## config.mk

```make
export PLATFORM = sky130hd
export DESIGN_NAME = abs_slip_release_controller
export DESIGN_NICKNAME = d
export VERILOG_FILES = /design/src/design/asrc_pkg.sv /design/src/design/asrc_stepper.sv /design/src/design/asrc_release.sv /design/src/design/abs_slip_release_controller.sv
export SDC_FILE = /design/constraint.sdc
export NUM_CORES = 1
export LEC_CHECK = 0
export CORE_ASPECT_RATIO = 0.8
export CORE_MARGIN = 2
export CORE_UTILIZATION = 41
export DETAILED_ROUTE_END_ITERATION = 12
export DONT_BUFFER_PORTS = 1
export HOLD_SLACK_MARGIN = 0.02
export PLACE_DENSITY_LB_ADDON = 0.12
export REMOVE_ABC_BUFFERS = 1
export SETUP_SLACK_MARGIN = 0.1
export SLEW_MARGIN = 20
export SYNTH_ARGS = -nofsm -noshare
export SYNTH_HDL_FRONTEND = slang
export SYNTH_SLANG_ARGS = --single-unit
export TNS_END_PERCENT = 100
```

## constraint.sdc

```tcl
create_clock -name clk -period 4.26 [get_ports clk]
set_input_delay 0.639 -clock clk [delete_from_list [all_inputs] [get_ports clk]]
set_output_delay 0.639 -clock clk [all_outputs]
set_load 0.02 [all_outputs]
```

## src/design/asrc_pkg.sv

```systemverilog
// shared types, constants and helpers for the abs slip release controller
package asrc_pkg;

  localparam int MaxPresets = 3;

  localparam int ACC_W    = 21;
  localparam int LIMIT_W  = 15;
  localparam int SLIP_W   = 16;
  localparam int SPEED_W  = 16;
  localparam int PERIOD_W = 20;
  localparam int IDX_W    = 2;
  localparam int CFG_IDX_W  = 4;
  localparam int CFG_DATA_W = 20;

  localparam logic [ACC_W-1:0] ACC_MAX = {ACC_W{1'b1}};

  // speed above 20 km/h: speed_q8 * 36 > 51200
  localparam int SCALED_W = 22;
  localparam logic [SCALED_W-1:0] SPEED_MUL    = 22'd36;
  localparam logic [SCALED_W-1:0] SPEED_THRESH = 22'd51200;

  localparam logic [LIMIT_W-1:0] BASE_LIMIT_RESET = 15'd819;
  localparam logic [PERIOD_W-1:0] PERIOD_RESET    = 20'd50000;

  localparam logic KIND_TICK  = 1'b0;
  localparam logic KIND_CYCLE = 1'b1;

  localparam logic [1:0] CHAN_ALL   = 2'd0;
  localparam logic [1:0] CHAN_PAIRS = 2'd1;
  localparam logic [1:0] CHAN_EACH  = 2'd2;

  typedef enum logic [CFG_IDX_W-1:0] {
    REG_UNIT_PRESENT = 4'd0,
    REG_CHANNEL_MODE = 4'd1,
    REG_PERIOD_US    = 4'd2,
    REG_PRESET_COUNT = 4'd3,
    REG_BASE_LIMIT   = 4'd4,
    REG_PRESET_0     = 4'd5,
    REG_PRESET_1     = 4'd6,
    REG_PRESET_2     = 4'd7
  } cfg_reg_t;

  typedef struct packed {
    logic               active;
    logic [IDX_W-1:0]   idx;
    logic [LIMIT_W-1:0] limit;
  } step_state_t;

  // (v mod n) for v up to 4 and n from 1 to 3
  function automatic logic [IDX_W-1:0] step_wrap(input logic [2:0] v,
                                                 input logic [1:0] n);
    logic [IDX_W-1:0] r;
    case (n)
      2'd1: r = '0;
      2'd2: r = {1'b0, v[0]};
      2'd3: r = (v >= 3'd3) ? IDX_W'(v - 3'd3) : IDX_W'(v);
      default: r = '0;
    endcase
    return r;
  endfunction

  function automatic logic [1:0] eff_count(input logic [1:0] count);
    return (count < 2'(MaxPresets)) ? count : 2'(MaxPresets);
  endfunction

endpackage

```

## src/design/asrc_stepper.sv

```systemverilog
// preset stepper: next activity, preset index and slip limit for a cycle word
module asrc_stepper (
  input  logic                          unit_present,
  input  logic [1:0]                    count,
  input  logic                          step_up,
  input  logic [asrc_pkg::LIMIT_W-1:0]  preset_0,
  input  logic [asrc_pkg::LIMIT_W-1:0]  preset_1,
  input  logic [asrc_pkg::LIMIT_W-1:0]  preset_2,
  input  asrc_pkg::step_state_t         cur,
  output asrc_pkg::step_state_t         nxt
);

  logic [1:0]                   n;
  logic [asrc_pkg::IDX_W-1:0]   idx_new;
  logic                         load_limit;
  logic [asrc_pkg::LIMIT_W-1:0] pv;

  assign n = asrc_pkg::eff_count(count);

  always_comb begin
    case (idx_new)
      2'd0: pv = preset_0;
      2'd1: pv = preset_1;
      2'd2: pv = preset_2;
      default: pv = '0;
    endcase
  end

  always_comb begin
    nxt = cur;
    idx_new = cur.idx;
    load_limit = 1'b0;
    if (unit_present) begin
      if (n == 2'd0) begin
        nxt.active = ~cur.active;
      end else if (cur.active) begin
        if (step_up) begin
          idx_new = asrc_pkg::step_wrap({1'b0, cur.idx} + 3'd1, n);
          nxt.idx = idx_new;
          // wrapping past the last preset turns the unit off
          if (idx_new == '0) begin
            nxt.active = 1'b0;
          end else begin
            load_limit = 1'b1;
          end
        end else begin
          if (cur.idx == '0) begin
            nxt.active = 1'b0;
          end else begin
            idx_new = cur.idx - 2'd1;
            nxt.idx = idx_new;
            load_limit = 1'b1;
          end
        end
      end else begin
        nxt.active = 1'b1;
        idx_new = step_up ? '0 : n - 2'd1;
        nxt.idx = idx_new;
        load_limit = 1'b1;
      end
    end
    if (load_limit) begin
      nxt.limit = pv;
    end
  end

endmodule

```

## src/design/asrc_release.sv

```systemverilog
// slip threshold compare and wheel grouping for one update
module asrc_release (
  input  logic                                active,
  input  logic [1:0]                          channel_mode,
  input  logic [asrc_pkg::LIMIT_W-1:0]        limit,
  input  logic [asrc_pkg::SPEED_W-1:0]        speed_q8,
  input  logic signed [asrc_pkg::SLIP_W-1:0]  slip_front_left,
  input  logic signed [asrc_pkg::SLIP_W-1:0]  slip_front_right,
  input  logic signed [asrc_pkg::SLIP_W-1:0]  slip_rear_left,
  input  logic signed [asrc_pkg::SLIP_W-1:0]  slip_rear_right,
  input  logic [3:0]                          cur_mask,
  output logic [3:0]                          new_mask
);

  logic [asrc_pkg::SCALED_W-1:0]    speed_scaled;
  logic                             fast;
  logic signed [asrc_pkg::SLIP_W:0] lim_neg;
  logic [3:0]                       rel;

  assign speed_scaled = asrc_pkg::SCALED_W'(speed_q8) * asrc_pkg::SPEED_MUL;
  assign fast = speed_scaled > asrc_pkg::SPEED_THRESH;
  assign lim_neg = -$signed({2'b00, limit});

  // a wheel wants release when its slip is strictly below minus the limit
  assign rel[0] = $signed({slip_front_left[15], slip_front_left}) < lim_neg;
  assign rel[1] = $signed({slip_front_right[15], slip_front_right}) < lim_neg;
  assign rel[2] = $signed({slip_rear_left[15], slip_rear_left}) < lim_neg;
  assign rel[3] = $signed({slip_rear_right[15], slip_rear_right}) < lim_neg;

  always_comb begin
    new_mask = 4'hF;
    if (active && fast) begin
      case (channel_mode)
        asrc_pkg::CHAN_ALL:   new_mask = (|rel) ? 4'h0 : 4'hF;
        asrc_pkg::CHAN_PAIRS: new_mask = {{2{~(rel[2] | rel[3])}},
                                          {2{~(rel[0] | rel[1])}}};
        asrc_pkg::CHAN_EACH:  new_mask = ~rel;
        default:              new_mask = cur_mask;
      endcase
    end
  end

endmodule

```

## src/design/abs_slip_release_controller.sv

```systemverilog
// top level: input register, state update and result register
//
//  channel | handshake              | payload
//  in      | in_valid / in_ready    | kind, elapsed_us, speed_q8, four slips, step_up
//  out     | out_valid / out_ready  | release_mask, updated, active_now, mode_number,
//          |                        | mode_total, limit_now
//  cfg     | cfg_valid / cfg_ready  | cfg_index, cfg_data
//
// one word per cycle unless the result register is held; a taken word waits in the
// input register and state is updated in the cycle it moves to the result register
// the input register refills in the same cycle it drains, so stalls back up only
// when the result register is held; cfg is always ready
// synchronous reset clears the handshake state and loads the reset state
module abs_slip_release_controller (
  input  logic                                clk,
  input  logic                                rst,
  input  logic                                in_valid,
  output logic                                in_ready,
  input  logic                                kind,
  input  logic [15:0]                         elapsed_us,
  input  logic [15:0]                         speed_q8,
  input  logic signed [15:0]                  slip_front_left,
  input  logic signed [15:0]                  slip_front_right,
  input  logic signed [15:0]                  slip_rear_left,
  input  logic signed [15:0]                  slip_rear_right,
  input  logic                                step_up,
  output logic                                out_valid,
  input  logic                                out_ready,
  output logic [3:0]                          release_mask,
  output logic                                updated,
  output logic                                active_now,
  output logic [1:0]                          mode_number,
  output logic [1:0]                          mode_total,
  output logic [14:0]                         limit_now,
  input  logic                                cfg_valid,
  output logic                                cfg_ready,
  input  logic [asrc_pkg::CFG_IDX_W-1:0]      cfg_index,
  input  logic [asrc_pkg::CFG_DATA_W-1:0]     cfg_data
);

  // configuration
  logic                           unit_present;
  logic [1:0]                     channel_mode;
  logic [asrc_pkg::PERIOD_W-1:0]  period_us;
  logic [1:0]                     preset_count;
  logic [asrc_pkg::LIMIT_W-1:0]   preset_limit [3];

  // block state
  logic [asrc_pkg::ACC_W-1:0]     acc;
  logic [asrc_pkg::ACC_W-1:0]     acc_next;
  asrc_pkg::step_state_t          st;
  asrc_pkg::step_state_t          st_next;
  logic [3:0]                     mask;
  logic [3:0]                     mask_next;

  // input register
  logic                           s1_valid;
  logic                           s1_kind;
  logic [15:0]                    s1_elapsed;
  logic [15:0]                    s1_speed;
  logic signed [15:0]             s1_slip [4];
  logic                           s1_up;
  logic                           s1_fire;
  logic                           in_fire;

  // update logic
  asrc_pkg::step_state_t          step_nxt;
  logic [3:0]                     rel_mask;
  logic [asrc_pkg::ACC_W:0]       acc_sum;
  logic [asrc_pkg::ACC_W-1:0]     acc_sat;
  logic                           reach;
  logic                           upd;
  logic                           tick_active;
  logic [1:0]                     n_eff;
  logic [1:0]                     num;
  logic [1:0]                     tot;
  logic                           cfg_fire;

  assign cfg_ready = 1'b1;
  assign cfg_fire  = cfg_valid && cfg_ready;
  assign s1_fire   = s1_valid && (!out_valid || out_ready);
  assign in_ready  = !s1_valid || s1_fire;
  assign in_fire   = in_valid && in_ready;
  assign n_eff     = asrc_pkg::eff_count(preset_count);

  always_ff @(posedge clk) begin
    if (rst) begin
      unit_present    <= 1'b1;
      channel_mode    <= asrc_pkg::CHAN_ALL;
      period_us       <= asrc_pkg::PERIOD_RESET;
      preset_count    <= 2'd0;
      preset_limit[0] <= '0;
      preset_limit[1] <= '0;
      preset_limit[2] <= '0;
    end else if (cfg_fire) begin
      case (cfg_index)
        asrc_pkg::REG_UNIT_PRESENT: unit_present    <= cfg_data[0];
        asrc_pkg::REG_CHANNEL_MODE: channel_mode    <= cfg_data[1:0];
        asrc_pkg::REG_PERIOD_US:    period_us       <= cfg_data;
        asrc_pkg::REG_PRESET_COUNT: preset_count    <= cfg_data[1:0];
        asrc_pkg::REG_PRESET_0:     preset_limit[0] <= cfg_data[14:0];
        asrc_pkg::REG_PRESET_1:     preset_limit[1] <= cfg_data[14:0];
        asrc_pkg::REG_PRESET_2:     preset_limit[2] <= cfg_data[14:0];
        default: ;
      endcase
    end
  end

  always_ff @(posedge clk) begin
    if (rst) begin
      s1_valid <= 1'b0;
    end else if (in_ready) begin
      s1_valid <= in_valid;
    end
  end

  always_ff @(posedge clk) begin
    if (in_fire) begin
      s1_kind    <= kind;
      s1_elapsed <= elapsed_us;
      s1_speed   <= speed_q8;
      s1_slip[0] <= slip_front_left;
      s1_slip[1] <= slip_front_right;
      s1_slip[2] <= slip_rear_left;
      s1_slip[3] <= slip_rear_right;
      s1_up      <= step_up;
    end
  end

  asrc_stepper u_stepper (
    .unit_present (unit_present),
    .count        (preset_count),
    .step_up      (s1_up),
    .preset_0     (preset_limit[0]),
    .preset_1     (preset_limit[1]),
    .preset_2     (preset_limit[2]),
    .cur          (st),
    .nxt          (step_nxt)
  );

  assign tick_active = st.active && unit_present;

  asrc_release u_release (
    .active           (tick_active),
    .channel_mode     (channel_mode),
    .limit            (st.limit),
    .speed_q8         (s1_speed),
    .slip_front_left  (s1_slip[0]),
    .slip_front_right (s1_slip[1]),
    .slip_rear_left   (s1_slip[2]),
    .slip_rear_right  (s1_slip[3]),
    .cur_mask         (mask),
    .new_mask         (rel_mask)
  );

  // saturating time accumulator
  assign acc_sum = {1'b0, acc} + (asrc_pkg::ACC_W + 1)'(s1_elapsed);
  assign acc_sat = acc_sum[asrc_pkg::ACC_W] ? asrc_pkg::ACC_MAX
                                            : acc_sum[asrc_pkg::ACC_W-1:0];
  assign reach   = acc_sat >= asrc_pkg::ACC_W'(period_us);

  always_comb begin
    acc_next  = acc;
    st_next   = st;
    mask_next = mask;
    upd       = 1'b0;
    if (s1_kind == asrc_pkg::KIND_CYCLE) begin
      st_next = step_nxt;
    end else begin
      acc_next = acc_sat;
      if (reach) begin
        upd            = 1'b1;
        acc_next       = '0;
        st_next.active = tick_active;
        mask_next      = rel_mask;
      end
    end
  end

  always_comb begin
    if (!st_next.active) begin
      num = 2'd0;
      tot = 2'd0;
    end else if (n_eff == 2'd0) begin
      num = 2'd1;
      tot = 2'd1;
    end else begin
      num = st_next.idx + 2'd1;
      tot = n_eff;
    end
  end

  always_ff @(posedge clk) begin
    if (rst) begin
      acc       <= '0;
      st.active <= 1'b1;
      st.idx    <= '0;
      st.limit  <= asrc_pkg::BASE_LIMIT_RESET;
      mask      <= 4'hF;
    end else begin
      if (s1_fire) begin
        acc       <= acc_next;
        st.active <= st_next.active;
        st.idx    <= st_next.idx;
        mask      <= mask_next;
      end
      // a base limit write reloads the limit in use
      if (cfg_fire && cfg_index == asrc_pkg::REG_BASE_LIMIT) begin
        st.limit <= cfg_data[14:0];
      end else if (s1_fire) begin
        st.limit <= st_next.limit;
      end
    end
  end

  always_ff @(posedge clk) begin
    if (rst) begin
      out_valid <= 1'b0;
    end else if (s1_fire) begin
      out_valid <= 1'b1;
    end else if (out_ready) begin
      out_valid <= 1'b0;
    end
  end

  always_ff @(posedge clk) begin
    if (s1_fire) begin
      release_mask <= mask_next;
      updated      <= upd;
      active_now   <= st_next.active;
      mode_number  <= num;
      mode_total   <= tot;
      limit_now    <= st_next.limit;
    end
  end

  a_upd_clears_acc: assert property (@(posedge clk) disable iff (rst)
    out_valid && updated |-> acc == '0)
    else $error("updated result but accumulator not cleared");

  a_off_shows_zero: assert property (@(posedge clk) disable iff (rst)
    out_valid && mode_total == 2'd0 |-> mode_number == 2'd0 && !active_now)
    else $error("inactive result shows a preset number");

  a_in_reg_fills: assert property (@(posedge clk) disable iff (rst)
    in_fire |=> s1_valid)
    else $error("accepted word lost before input register");

  a_in_reg_holds: assert property (@(posedge clk) disable iff (rst)
    s1_valid && !s1_fire |=> s1_valid && $stable(s1_kind) && $stable(s1_elapsed))
    else $error("stalled input register changed");

  a_drain_fills_out: assert property (@(posedge clk) disable iff (rst)
    s1_fire |=> out_valid)
    else $error("processed word did not reach result register");

endmodule

```

* Word level (Yosys, flattened, before mapping) *
Memory sizes are Yosys's and may differ from the RTL's.
Cells that the tools add are included.
W data, S select, Z words.

storage, ports and cells
  latch bits = 0
  memory bits (read-only) = 0
  memory bits (writable) = 109
  input port bits = 127
  memories = 2
  register bits = 129
  output and inout bits = 28

cells by class
  multiply operators = 1
  div/mod/pow operators = 0
  bitwise operators = 11
  $lt $le $gt $ge = 8
  equal/unequal tests = 13
  shifts and indexed selects = 0
  $add $sub $neg = 7
  reduce and logical (&&, ||, !) cells = 24
  multiplexer cells = 62

memories
  memory        words  width  rd ports  clocked after Yosys merged registers in  wr ports  RTL line                           text
  s1_slip       4      16     4         0                                        4         abs_slip_release_controller.sv:61  logic signed [15:0] s1_slip [4];
  preset_limit  3      15     3         0                                        3         abs_slip_release_controller.sv:46  logic [asrc_pkg::LIMIT_W-1:0] preset_limit [3];

operator list
  operator                 count
  $mux W15                 6
  $lt A16 B17 Y1           4
  $pmux W15 S3             1
  $mux W21                 2
  $mux W1                  30
  $mux W2                  13
  $add A21 B16 Y22         1
  $gt A22 B16 Y1 const B   1
  $ge A21 B20 Y1           1
  $mul A16 B4 Y20 const B  1
  $mux W17                 1
  $neg A15 Y17             1
  $eq A4 B3 Y1 const B     4
  $mux W4                  4
  $pmux W4 S3              1
  $logic_not A2 Y1         5
  $reduce_and A2 Y1        5
  $mux W3                  3
  $eq A2 B2 Y1 const B     4
  $eq A4 B2 Y1 const B     2
  $logic_and A1 B1 Y1      5
  $not A1 Y1               5
  $or A1 B1 Y1             5
  $eq A2 B1 Y1 const B     2
  other kinds (15)         19

* Depth between registers and ports, before layout *
  depth after elaboration = 18
  depth in mapped cells = 20

* Hierarchy *
A second synthesis with hierarchy kept.

unflattened totals
  cells, all modules = 1178
  area total of the unflattened synthesis = 13336.5 um^2

modules (own cells, without submodules)
  module                       area an instance (um^2)  times used  cells each
  abs_slip_release_controller  9775.6                   1           754
  asrc_release                 2763.9                   1           335
  asrc_stepper                 797.0                    1           89

* Worst setup path before layout *
Ideal clock, no wire load.

  path type = reg2reg
  start = register s1_elapsed[1]
  end = register mask[0]
  path slack = -7 ps
  clock period less this slack = 4267 ps
  arrival time = 4142 ps
  required time = 4135 ps
  stages on the path, launching flop included = 20
  path through = edfxtp_1 ha_1 a21oi_1 nand4b_1 a31o_2 a2111o_1 nand2_1 nand4_1 clkbuf_1 clkbuf_1 nand2_1 ha_1 and3_1 o21ai_0 o2111ai_1 a21oi_1 o21ai_1 or2_4 a32o_1 o41a_1

between the ends
  cells in the longest elaborated chain, start to end = 5

RTL lines
  what                      RTL line                            text
  start: declaration        abs_slip_release_controller.sv:59   logic [15:0] s1_elapsed;
  start signal: assignment  abs_slip_release_controller.sv:120  s1_elapsed <= elapsed_us;
  $add A21 B16 Y22          abs_slip_release_controller.sv:157  assign acc_sum = {1'b0, acc} + (asrc_pkg::ACC_W + 1)'(s1_elapsed);
  $mux W21                  abs_slip_release_controller.sv:158  assign acc_sat = acc_sum[asrc_pkg::ACC_W] ? asrc_pkg::ACC_MAX
  $ge A21 B20 Y1            abs_slip_release_controller.sv:160  assign reach = acc_sat >= asrc_pkg::ACC_W'(period_us);
  $mux W4                   abs_slip_release_controller.sv:171  if (reach) begin
  $mux W4                   abs_slip_release_controller.sv:167  if (s1_kind == asrc_pkg::KIND_CYCLE) begin
  end signal: assignment    abs_slip_release_controller.sv:205  mask <= mask_next;
  end: declaration          abs_slip_release_controller.sv:53   logic [3:0] mask;

Every way passes these cells.
A chain may end at the register's enable or synchronous reset.

* Final worst setup path *
Same ends and word-level chain as after synthesis.

==> results by stage <==
Finish:
- Relative to the synthesized area, the layout overhead comes to 17.9%.
- The number of diodes added for antenna fixing is 0.
- The net count reported at finish is ~1500.
- After routing the design area is approximately 15000 um2.
- The count of non-filler cells in the finished layout is around 1700.
- The ratio of cells with drive above 1 in the final layout is 0.150.

Logic synthesis:
- The dominant combinational cell family by area after synthesis is compound AO/OA/AOI/OAI gates.
- The cell area that synthesis handed to floorplanning was between 10000 and 15000 um2.
- After synthesis, the share of cell area in mux cells is 0.0173.
- The sequential share of the synthesized area is 0.500.
- Of the total synthesized cell area, the portion taken by AND, OR, NAND and NOR gates is 0.137.
- In the synthesized netlist, the number of instances is between 1000 and 1500.
- Of the total synthesized cell area, the portion taken by XOR and XNOR cells is 0.0238.
- The synthesized area divided by synthesized cell count is between 10 and 15 um2.
- The number of synthesized flops with an enable pin is between 150 and 200.
- The number of warning messages in the yosys log is 0.
- The fraction of registers with async set or reset after synthesis is 0.
- The fraction of the mapped netlist area in compound gates is 0.158.
- The leading register cell type out of synthesis is edfxtp_1.
- The netlist uses 79 different library cells.
- The fraction of the mapped netlist area in adder cells is 0.135.
- The post-synthesis register bit count is 238.

Setup path:
- The path type of the worst setup path is reg -> reg.
- The data arrival time of the critical path is about 4700 ps.
- The capturing element type of the critical path is a register.
- The worst setup path is launched from a register.
- The flop-to-flop setup slack is 20 ps.
- The required time of the worst setup path is between 4000 and 5000 ps.
- Of all nets on the critical path, the largest fanout is 10.

Drt:
- The residual DRC count is 0.
- The routed wirelength normalized by instance count is between 15 and 20 um.
- The total iterations of the first detailed-routing run is 5.
- The first routing iteration left around 480 violations.
- For this block, the routed nets add up to around 33000 um of wire.
- The final antenna-violating net count is 0.
- After detailed routing, the number of vias per cell comes to roughly 5.4.
- The routed via count is roughly 9000.

Worst hold path:
- The worst hold path belongs to the class in -> reg.

GRT:
- The via count of the first global-routing pass is ~8900.
- The initial antenna violation count is 0.
- Entering global routing, the biggest net connects 67 pins.
- For this run the aggregate overflow at the end of global routing stands at 0.
- The first-pass GRT wire length is ~50000 um.
- Across every metal layer, demand over resource in global routing totals 0.197.

Clocking:
- After clock tree synthesis, the clock-pin slew on the worst setup and hold paths is around 60 ps.
- The H-tree depth is 1.
- The number of buffers between clock root and the deepest sink is 3.
- The total CTS buffers is 27.
- At the later pin of the worst-skew pair, clock insertion delay measures between 500 and 600 ps.
- CTS placed an instance of clkbuf_16 at the clock tree root.
- The number of sinks on the clock net is ~240.
- The clock tree from TritonCTS is built.

Floorplan:
- The number of rows created at floorplan is between 50 and 60.
- In this run the count of I/O pins placed on the die edge is approximately 160.
- The initial utilization of the core area, before any placement, comes to 0.413.
- The floorplan die height is between 150 and 200 um.
- The full die area is between 30000 and 40000 um2.
- The area of the core region is roughly 31000 um2.
- In this run the horizontal extent of the chip is between 200 and 250 um.

Placement:
- The placed wire-length estimate is between 20000 and 25000 um.
- The count of input and output buffers is 0.
- After detailed placement, the total cell area comes to about 14000 um2.
- Routability-driven placement finished with a final weighted congestion of between 0.8 and 0.9.
- In this run, placement finished with an instance count of 1623.
- OpenSTA, run right after detailed placement, puts the worst setup slack at -439 ps.

Pwr:
- The switching power summed over all nets is 1.48 mW.
- Of the total power, registers draw 0.459.
- Of the total power, the share spent switching nets is 0.255.
- The clock network fraction of design power is 0.413.
- The internal portion of the total power is roughly 4.3 mW.
- For this design the ratio of total power to cell area is roughly 380 nW/um2.
- The peak ir drop on the vdd network is about 0.00034 V.
- The analysis attributes to cell leakage a power of approximately 5.9 nW.
- The share of total power dissipated in combinational logic is 0.128.

Flow run:
- Across the run, the number of max-cap violations was 0.

STA:
- At the pin with the least slew margin, the transition time is between 900 and 1000 ps.
- Setup violations remaining at the end of the flow were counted as 0.
- The achievable frequency is roughly 240 MHz.
- The number of failing hold endpoints at the final stage is 0.
- Of the available clock period, the critical path in the final layout requires 0.996.
- The number of max-slew violations in the final report is 0.
- The relative max-transition margin is 0.347.
- The final critical-path setup slack is between 15 and 20 ps.
- Setup repair after global routing could not meet its margin everywhere.
- The time the worst path needs with I/O delays and setup is about 4200 ps.
- The largest clock skew in the final design is about 19 ps.

Outcome:
- The run finished with clean final reports.
==> power by group through the flow <==
stage | registers, mW | logic (mW) | clock network [mW]
5_1_grt | 2.68 | 0.827 | 2.54
3_5_place_dp | 2.71 | 0.639 | 0
3_3_place_gp | 2.71 | 0.632 | 0
6_report | 2.66 | 0.742 | 2.39
2_1_floorplan | 2.70 | 0.442 | 0
4_1_cts | 2.67 | 0.698 | 2.46
==> routing by layer <==
layer / track usage / share of wire
met5: 0 / 0
met4: 0.0445 / 0.020
met3: 0.0336 / 0.040
met2: 0.321 / 0.46
met1: 0.276 / 0.48
==> area by class of cell <==
cell class | instances | area [um2]
repair buffers | 70 | 642
multi-input cells | 860 | 6480
inverters | 52 | 195
flip-flops and latches | 238 | 6450
clock inverters | 11 | 121
fillers | 2897 | 16000
well taps | 420 | 526
clock buffers | 39 | 781
==> synth_stat cells, drive strengths merged (4+ instances only) <==
master | count | area share
o31ai | 11 | 0.0064
xor2 | 20 | 0.014
and2 | 26 | 0.013
or2 | 5 | 0.0026
ha | 136 | 0.13
nand4 | 12 | 0.0058
nand2 | 132 | 0.038
a311oi | 12 | 0.0082
xnor2 | 15 | 0.010
a211oi | 8 | 0.0047
a21oi | 110 | 0.044
nand3b | 5 | 0.0029
nand2b | 13 | 0.0063
nor2 | 80 | 0.024
o21a | 11 | 0.0064
buf | 11 | 0.0053
mux2i | 20 | 0.016
nor4 | 9 | 0.0044
edfxtp | 168 | 0.39
nor2b | 13 | 0.0063
o21ai | 34 | 0.013
a2bb2oi | 10 | 0.0068
nand3 | 18 | 0.0070
clkbuf | 28 | 0.0082
a41oi | 8 | 0.0069
and4 | 5 | 0.0034
o211ai | 15 | 0.0087
nand4b | 4 | 0.0027
a31oi | 8 | 0.0050
a221oi | 7 | 0.0062
o2111ai | 5 | 0.0039
dfxtp | 70 | 0.11
or3 | 5 | 0.0028
inv | 52 | 0.015
a21o | 21 | 0.012
and3 | 10 | 0.0050
nor3 | 24 | 0.0093
==> path summary, 6_finish.rpt <==
kind / start / to / cells after the start
max: s1_elapsed[1]$_DFFE_PP_ / mask[0]$_SDFFE_PP1P_ / 19
min: slip_front_left[10] / s1_slip[0][10]$_DFFE_PP_ / 0
max reg2reg: s1_elapsed[1]$_DFFE_PP_ / mask[0]$_SDFFE_PP1P_ / 19
min reg2reg: period_us[3]$_SDFFE_PP0P_ / period_us[3]$_SDFFE_PP0P_ / 2
==> critical path: stages (launching register included) <==
cell	delay (ps)
edfxtp_1	400
ha_1	310
a21oi_2	50
nand4b_1	190
a31o_2	280
a2111o_1	440
nand2_1	90
nand4_1	110
buf_6	160
bufbuf_16	270
nand2_1	60
ha_1	250
nand4_1	140
o2111ai_2	160
a21oi_2	130
o21ai_1	70
buf_4	150
or2_4	280
a32o_2	260
o41a_1	360
==> layout by cell type, fill, tap and decap left out, types with 11 or more instances in the layout <==
cell type	netlist	layout
clkbuf_16	0	28
a21oi_1	109	101
mux2i_1	20	20
nor2_1	79	78
dfxtp_1	70	70
ha_1	136	126
inv_1	52	51
o21ai_0	33	25
nand2b_1	13	12
nand2_1	132	126
edfxtp_1	168	168
nor2b_1	13	12
xor2_1	20	20
buf_4	2	62
nand3_1	18	18
a311oi_1	12	11
a21o_1	21	21
nand4_1	12	12
o21a_1	11	11
o211ai_1	15	15
and2_1	25	24
xnor2_1	15	12
nor3_1	24	22
==> state kept, by name, summed over array words and instances, names as in the netlist <==
signal and cells:
mask 4, preset_count 2, limit_now 15, out_valid 1
s1_kind 1, preset_limit 45, mode_number 2, channel_mode 2
mode_total 2, s1_up 1, updated 1, period_us 20
unit_present 1, active_now 1, acc 21, s1_valid 1
st 18, s1_slip 64, release_mask 4, s1_elapsed 16
s1_speed 16
==> through the flow <==
stage | utilization | total power, mW | TNS, ps | hold WS [ps]
floorplan | - | 3.14 | -1020 | 430
global placement | 0.439 | 3.34 | -3410 | 440
detailed placement | 0.439 | 3.35 | -3380 | 445
CTS | 0.479 | 5.82 | -3.51 | 117
global route | 0.487 | 6.04 | -2490 | 134
finish | 0.487 | 5.80 | 0 | 154
==> what timing repair did <==
item / CTS / global route
setup endpoints to repair: 20 / 35
hold buffers: 0 / 0
hold endpoints to repair: 0 / 0
pin swaps: 36 / 23
gates resized for setup: 34 / 33
cloned: 3 / 0
buffers inserted: 8 / 6
==> kinds of logic (layout without fill, tap and decap cells) <==
group | Yosys count | in the layout
buf+inv | 91 | 172
mux | 22 | 22
simple gates | 367 | 367
compound gates | 297 | 297
flops | 238 | 238
other cells | 1 | 1
xor+xnor | 35 | 35
fa+ha+maj | 138 | 138
Power figures use the tool's default switching activity.
